<file path="src/design/inverse_park_clarke_svpwm_macros.svh">
`ifndef INVERSE_PARK_CLARKE_SVPWM_MACROS_SVH
`define INVERSE_PARK_CLARKE_SVPWM_MACROS_SVH

`ifndef SYNTHESIS
`define IPCS_ASSERT_IMPLY(lbl, clk, rst_n, ante, cons) \
  lbl: assert property (@(posedge clk) disable iff (!rst_n) (ante) |-> (cons)) \
    else $error("same-cycle check failed");
`define IPCS_ASSERT_NEXT(lbl, clk, rst_n, ante, cons) \
  lbl: assert property (@(posedge clk) disable iff (!rst_n) (ante) |=> (cons)) \
    else $error("next-cycle check failed");
`else
`define IPCS_ASSERT_IMPLY(lbl, clk, rst_n, ante, cons)
`define IPCS_ASSERT_NEXT(lbl, clk, rst_n, ante, cons)
`endif

`endif

</file>
<file path="src/design/ipcs_pkg.sv">
package ipcs_pkg;

  localparam int unsigned ZW          = 15;
  localparam int unsigned SW          = 17;
  localparam int unsigned SINE_STAGES = 5;
  localparam int unsigned NUM_STAGES  = 12;

  localparam logic [15:0] QUARTER_TURN = 16'h4000;
  localparam logic [ZW-1:0] Z_ONE      = 15'd16384;

  localparam logic [16:0] POLY_A = 17'd102944;
  localparam logic [15:0] POLY_B = 16'd42048;
  localparam logic [12:0] POLY_C = 13'd4640;

  localparam logic [15:0] MIN_PULSE_RESET = 16'd1000;

  typedef logic signed [SW-1:0] sine_t;
  typedef logic [SINE_STAGES-1:0] sine_en_t;

endpackage

</file>
<file path="src/design/ipcs_sine.sv">
module ipcs_sine #(
  parameter int TRIG_BITS = 15
) (
  input  logic              clk_i,
  input  ipcs_pkg::sine_en_t en_i,
  input  logic [15:0]       angle_i,
  output ipcs_pkg::sine_t   sine_o
);
  import ipcs_pkg::*;

  localparam int unsigned SH = 30 - TRIG_BITS;
  localparam logic [32:0] RND = 33'(1) << (29 - TRIG_BITS);
  localparam logic [32:0] LIM = (33'(1) << TRIG_BITS) - 33'(1);

  logic [ZW-1:0] z1_q, z2s_q, z3s_q, z4s_q;
  logic [ZW-1:0] sq2_q, sq3_q;
  logic          n1_q, n2_q, n3_q, n4_q;
  logic [15:0]   inner_q;
  logic [16:0]   mid_q;
  sine_t         sine_q;

  logic [ZW-1:0] z1_d;
  logic [29:0]   zz;
  logic [27:0]   cprod;
  logic [30:0]   mprod;
  logic [31:0]   yprod;
  logic [32:0]   ysum, yshift, ymag;

  always_comb begin
    if (angle_i[14]) begin
      z1_d = Z_ONE - {1'b0, angle_i[13:0]};
    end else begin
      z1_d = {1'b0, angle_i[13:0]};
    end
    zz     = 30'(z1_q) * 30'(z1_q);
    cprod  = 28'(sq2_q) * 28'(POLY_C);
    mprod  = 31'(sq3_q) * 31'(inner_q);
    yprod  = 32'(z4s_q) * 32'(mid_q);
    ysum   = {1'b0, yprod} + RND;
    yshift = ysum >> SH;
    ymag   = (yshift > LIM) ? LIM : yshift;
  end

  // Data registers carry no reset; validity is tracked by the caller.
  always_ff @(posedge clk_i) begin
    if (en_i[0]) begin
      z1_q <= z1_d;
      n1_q <= angle_i[15];
    end
    if (en_i[1]) begin
      sq2_q <= zz[28:14];
      z2s_q <= z1_q;
      n2_q  <= n1_q;
    end
    if (en_i[2]) begin
      inner_q <= POLY_B - {2'b00, cprod[27:14]};
      sq3_q   <= sq2_q;
      z3s_q   <= z2s_q;
      n3_q    <= n2_q;
    end
    if (en_i[3]) begin
      mid_q <= POLY_A - mprod[30:14];
      z4s_q <= z3s_q;
      n4_q  <= n3_q;
    end
    if (en_i[4]) begin
      if (n4_q) begin
        sine_q <= -$signed(ymag[SW-1:0]);
      end else begin
        sine_q <= $signed(ymag[SW-1:0]);
      end
    end
  end

  assign sine_o = sine_q;

endmodule

</file>
<file path="config.mk">
export PLATFORM = sky130hd
export DESIGN_NAME = ipcs_sine
export DESIGN_NICKNAME = d
export VERILOG_FILES = /design/src/design/inverse_park_clarke_svpwm_macros.svh /design/src/design/ipcs_pkg.sv /design/src/design/ipcs_sine.sv
export SDC_FILE = /design/constraint.sdc
export NUM_CORES = 2
export LEC_CHECK = 0
export BUFFER_PORTS_ARGS = -buffer_cell sky130_fd_sc_hd__buf_2
export CAP_MARGIN = 20
export CORE_MARGIN = 10
export CORE_UTILIZATION = 67
export CTS_CLUSTER_DIAMETER = 200
export DETAILED_ROUTE_END_ITERATION = 10
export HOLD_SLACK_MARGIN = 0.08
export PLACE_DENSITY = 0.84
export SLEW_MARGIN = 20
export SYNTH_ARGS = -nofsm -noshare
export SYNTH_HDL_FRONTEND = slang
export SYNTH_SLANG_ARGS = --single-unit
</file>
<file path="constraint.sdc">
create_clock -name clk_i -period 16.91 [get_ports clk_i]
set_input_delay 0.8455 -clock clk_i [delete_from_list [all_inputs] [get_ports clk_i]]
set_output_delay 0.8455 -clock clk_i [all_outputs]
set_load 0.1 [all_outputs]
</file>
# == Word-level counts from Yosys, hierarchy flattened ==
# Cells that the tools add are included.
# op_classes
add_sub_neg,5
n_mul,4
order_cmp,1
mux,3
# op_table
operator,count
two-way mux 17 bit,2
"adder 32 x 15 -> 33 bit, second input constant",1
multiplier 15 x 17 -> 32 bit,1
multiplier 15 x 16 -> 31 bit,1
multiplier 15 x 15 -> 29 bit,1
"multiplier 15 x 8 -> 23 bit, second input constant",1
"> comparator 18 x 15 -> 1 bit, second input constant",1
negator 17 bit,1
"subtractor 17 bit, first input constant",1
"subtractor 16 x 14 -> 16 bit, first input constant",1
"subtractor 15 x 14 -> 15 bit, first input constant",1
two-way mux 14 bit,1
# totals
ff_bits,144
in_bits,22
output_inout_bits,17
elab_cells,27

# == Depth between registers and ports, before layout ==
# depth
word_depth,6
depth_mapped,34
mapped_depth_nobuf,32

# == Worst setup path after synthesis ==
# OpenSTA, ideal clock, no wires.
# synth_timing
path_type,register -> register
startpoint,reg z4s_q[8]
endpoint,"reg sine_q[14], in the netlist sine_o[14] (data pin)"
setup_time_ns,0.271
t_arrival_ns,8.052
required_time_ns,16.639
path_slack_ns,8.586
path_stages_with_launch,33
path_buffers,3
synth_period_minus_slack_ns,8.324
path_cell_list,edfxtp_1 -> clkbuf_1 -> clkbuf_1 -> nand2_1 -> fa_1 -> inv_1 -> fa_1 -> fa_1 -> fa_1 -> fa_1 -> inv_1 -> fa_1 -> inv_1 -> ha_1 -> a21o_1 -> a21o_1 -> a21oi_1 -> a31oi_1 -> nor3_1 -> o21ai_0 -> or3_1 -> o31ai_1 -> a41oi_1 -> clkbuf_1 -> nor2_1 -> ha_1 -> nand2b_1 -> nor4_1 -> nand2_1 -> or3b_1 -> nor3b_1 -> nand3b_1 -> o211ai_1
# synth_via
elab_chain_cells,6
# synth_lines
item,line_no,source
"start, declared",ipcs_sine.sv:15,"logic [ZW-1:0] z1_q, z2s_q, z3s_q, z4s_q;"
"start signal, assigned",ipcs_sine.sv:63,z4s_q <= z3s_q;
multiplier 15 x 17 -> 32 bit (*),ipcs_sine.sv:38,yprod = 32'(z4s_q) * 32'(mid_q);
adder 32 x 15 -> 33 bit (*),ipcs_sine.sv:39,"ysum = {1'b0, yprod} + RND;"
> comparator 18 x 15 -> 1 bit,ipcs_sine.sv:41,ymag = (yshift > LIM) ? LIM : yshift;
two-way mux 17 bit (*),ipcs_sine.sv:41,
negator 17 bit,ipcs_sine.sv:68,sine_q <= -$signed(ymag[SW-1:0]);
two-way mux 17 bit (*),ipcs_sine.sv:67,if (n4_q) begin
"end signal, assigned",ipcs_sine.sv:68,
"end signal, assigned",ipcs_sine.sv:70,sine_q <= $signed(ymag[SW-1:0]);
"end, declared",ipcs_sine.sv:20,sine_t sine_q;
# Every way passes the cells marked *; elsewhere a longest branch is shown, timed or not.
# A chain may end at the register's enable or synchronous reset.

# == Worst setup path in the final report ==
# layout_timing
startpoint,reg z4s_q[3]
endpoint,"reg sine_q[14], in the netlist sine_o[14] (data pin)"
# Same word-level chain as after synthesis.

==> flow_summary.toml <==
[global_routing]
gr-total-overflow = 0
grt_usage_pct = 25.4
grt_pass1_wl_um = 104000
grt_pass1_vias = 21700
grt_max_degree = 48
antenna_found_initial = 0

[logic_synthesis]
syn_inst = 2881
synthesis.nets = 3761
synthesis.area_um2 = 28400
synth.distinct_cells = 82
synthArstFlopShare_pct = 0
avgSynthCellArea_um2 = 9.86
synth_warnings = 0
yosysSeqAreaShare_pct = 15.2
synth_seq_cells = 144
synthFlopType = "edfxtp_1"
synth-edff-count = 144

[detailed_routing]
ant_nets = 0
via_per_inst = 5.77
drt-initial-drc-count = 1388
drt_wl_total_um = 60900
route.vias.total = 19600
routedWlPerCell_um = 18.0
drc = 0
dr.pass1.iters = 8

[clock_tree]
worstSkewPairLatency_ps = 460
cts_tree = "done"
htree_levels = 4
cts_max_path_buffers = 2
cts_sinks = 144
path_clk_slew_ps = 70
ctsHoldBuffers = 0
cts_root_buf = "clkbuf_16"
post-cts-setup-buffers = 0
cts_resized = 0
numCtsBuffers = 17

[setup_path]
cp_max_fo = 17
worst_path_max_delay_cell = "edfxtp_1"
endpoint_kind = "flop"
worstPathRequired_ps = 17080
path_class = "reg2reg"
max_stage_delay_ps = 610
startpoint_type = "flop"
critPathArrivalTime_ps = 9420

[place]
portBuffers = 38
dp_hpwl_um = 49400
gp_congestion = 0.900

[sta]
final_hold_viol_count = 0
report.final.slew_viol_count = 0
rsz0062_at_grt = "false"
setup_viol = 0
fin_setup_tns_ps = 0
tightest_slew_ps = 895
clock.fmax_mhz = 108
finalCritPeriodShare_pct = 54.7
skew_ps = 12.9
min_period_ps = 9250
slew_headroom_pct = 40.3

[status]
status = "finished clean"

[floorplan]
dieArea_um2 = 51000
core_area_um2 = 41900
start_util_pct = 67.7
num_rows = 75
die_h_um = 226
die_w_um = 226
boundaryPins = 39

[finish]
syn_to_final_growth_pct = 3.77
final_common_cell = "inv_1"
fin_nets = 3720
layout_common_cells = "inv_1, fa_1, nand2_1"
fill_cells = 3016
n_antenna_cell = 0
drive_gt1_share_pct = 3.79

[worst_hold_path]
worstHoldPathType = "reg2reg"

[run]
max_cap_viol_count = 0
-- critical path: cells and delay by family (launching register included) --
kind	cells	cell delay, ps
and+or+nand+nor	10	2910
adders and majority gates	8	3480
buffers and inverters	7	500
DFF	1	610
AOI/OAI and AO/OA	8	1460
-- registers in the layout, summed over array words and instances, names as in the netlist, 15 cells and up --
| name | flops |
|---|---|
| z1_q | 15 |
| z3s_q | 15 |
| mid_q | 17 |
| z4s_q | 15 |
| inner_q | 16 |
| sq2_q | 15 |
| sine_o | 17 |
| z2s_q | 15 |
| sq3_q | 15 |
-- layout make-up --
class	instances	area (µm²)	area share, %
multi-input cells	2032	21400	72.6
flip-flops and latches	144	4320	14.7
clock buffers	17	425	1.44
repair buffers	39	200	0.679
well taps	539	674	2.29
clock inverters	15	174	0.590
inverters	606	2270	7.72
-- kinds of logic after synthesis --
logic type | after synthesis | share of synthesized area (%)
AOI/OAI and AO/OA | 229 | 5.83
xor gates and xnor gates | 96 | 3.03
adders and majority gates | 858 | 51.5
buffers and inverters | 705 | 9.43
DFF | 144 | 15.2
muxes | 12 | 0.445
and+or+nand+nor | 837 | 14.6
-- cell usage after synthesis (all sizes together), types with 6 or more instances --
cell type | instances | share of area [%]
o31ai | 9 | 0.26
nand4 | 7 | 0.15
nor3 | 21 | 0.39
nand2b | 8 | 0.18
a211oi | 11 | 0.33
or3 | 14 | 0.31
xnor2 | 60 | 1.9
a22oi | 9 | 0.29
nand3 | 17 | 0.30
xor2 | 36 | 1.1
a21o | 26 | 0.70
mux2i | 7 | 0.25
nor2b | 17 | 0.37
nor2 | 76 | 1.0
or2 | 7 | 0.15
inv | 606 | 8.0
fa | 517 | 36
clkbuf | 95 | 1.3
a31oi | 6 | 0.13
and3 | 7 | 0.16
a21oi | 60 | 1.1
o22ai | 8 | 0.22
ha | 341 | 15
o21a | 11 | 0.29
nand2 | 362 | 4.8
edfxtp | 144 | 15
o21ai | 37 | 0.69
and2 | 278 | 6.1
-- worst paths after layout --
kind	to	from	slack, ps	cells past startpoint
worst max-delay path	sine_o[14]	z4s_q[3]	7660	33
worst min-delay path	z4s_q[7]	z3s_q[7]	410	0
worst max register to register	sine_o[14]	z4s_q[3]	7660	33
worst min register to register	z4s_q[7]	z3s_q[7]	410	0
-- layer usage --
metal | up-vias | GRT usage, % | routed length, µm
met2 | 686 | 45.1 | 31600
met1 | 9848 | 30.4 | 23100
li1 | 8854 | - | -
met4 | 0 | 10.9 | 2490
met3 | 189 | 3.63 | 3730
met5 | - | 0 | 0
-- through the flow --
step           cell area [µm²]  setup WS (ps)  utilization [%]  hold WS (ps)  cells
2_1_floorplan            28400           8590                -           400   2881
3_3_place_gp             28900           8040             68.8           401   3360
3_5_place_dp             28900           7770             68.8           405   3360
4_1_cts                  29500           7740             70.3           413   3392
5_1_grt                  29500           7140             70.3           418   3392
6_report                 29500           7660             70.3           411   3392
Power is left out: the tool's default activity adds up to more than one toggle a clock period on the data nets, which glitch-free logic cannot reach.
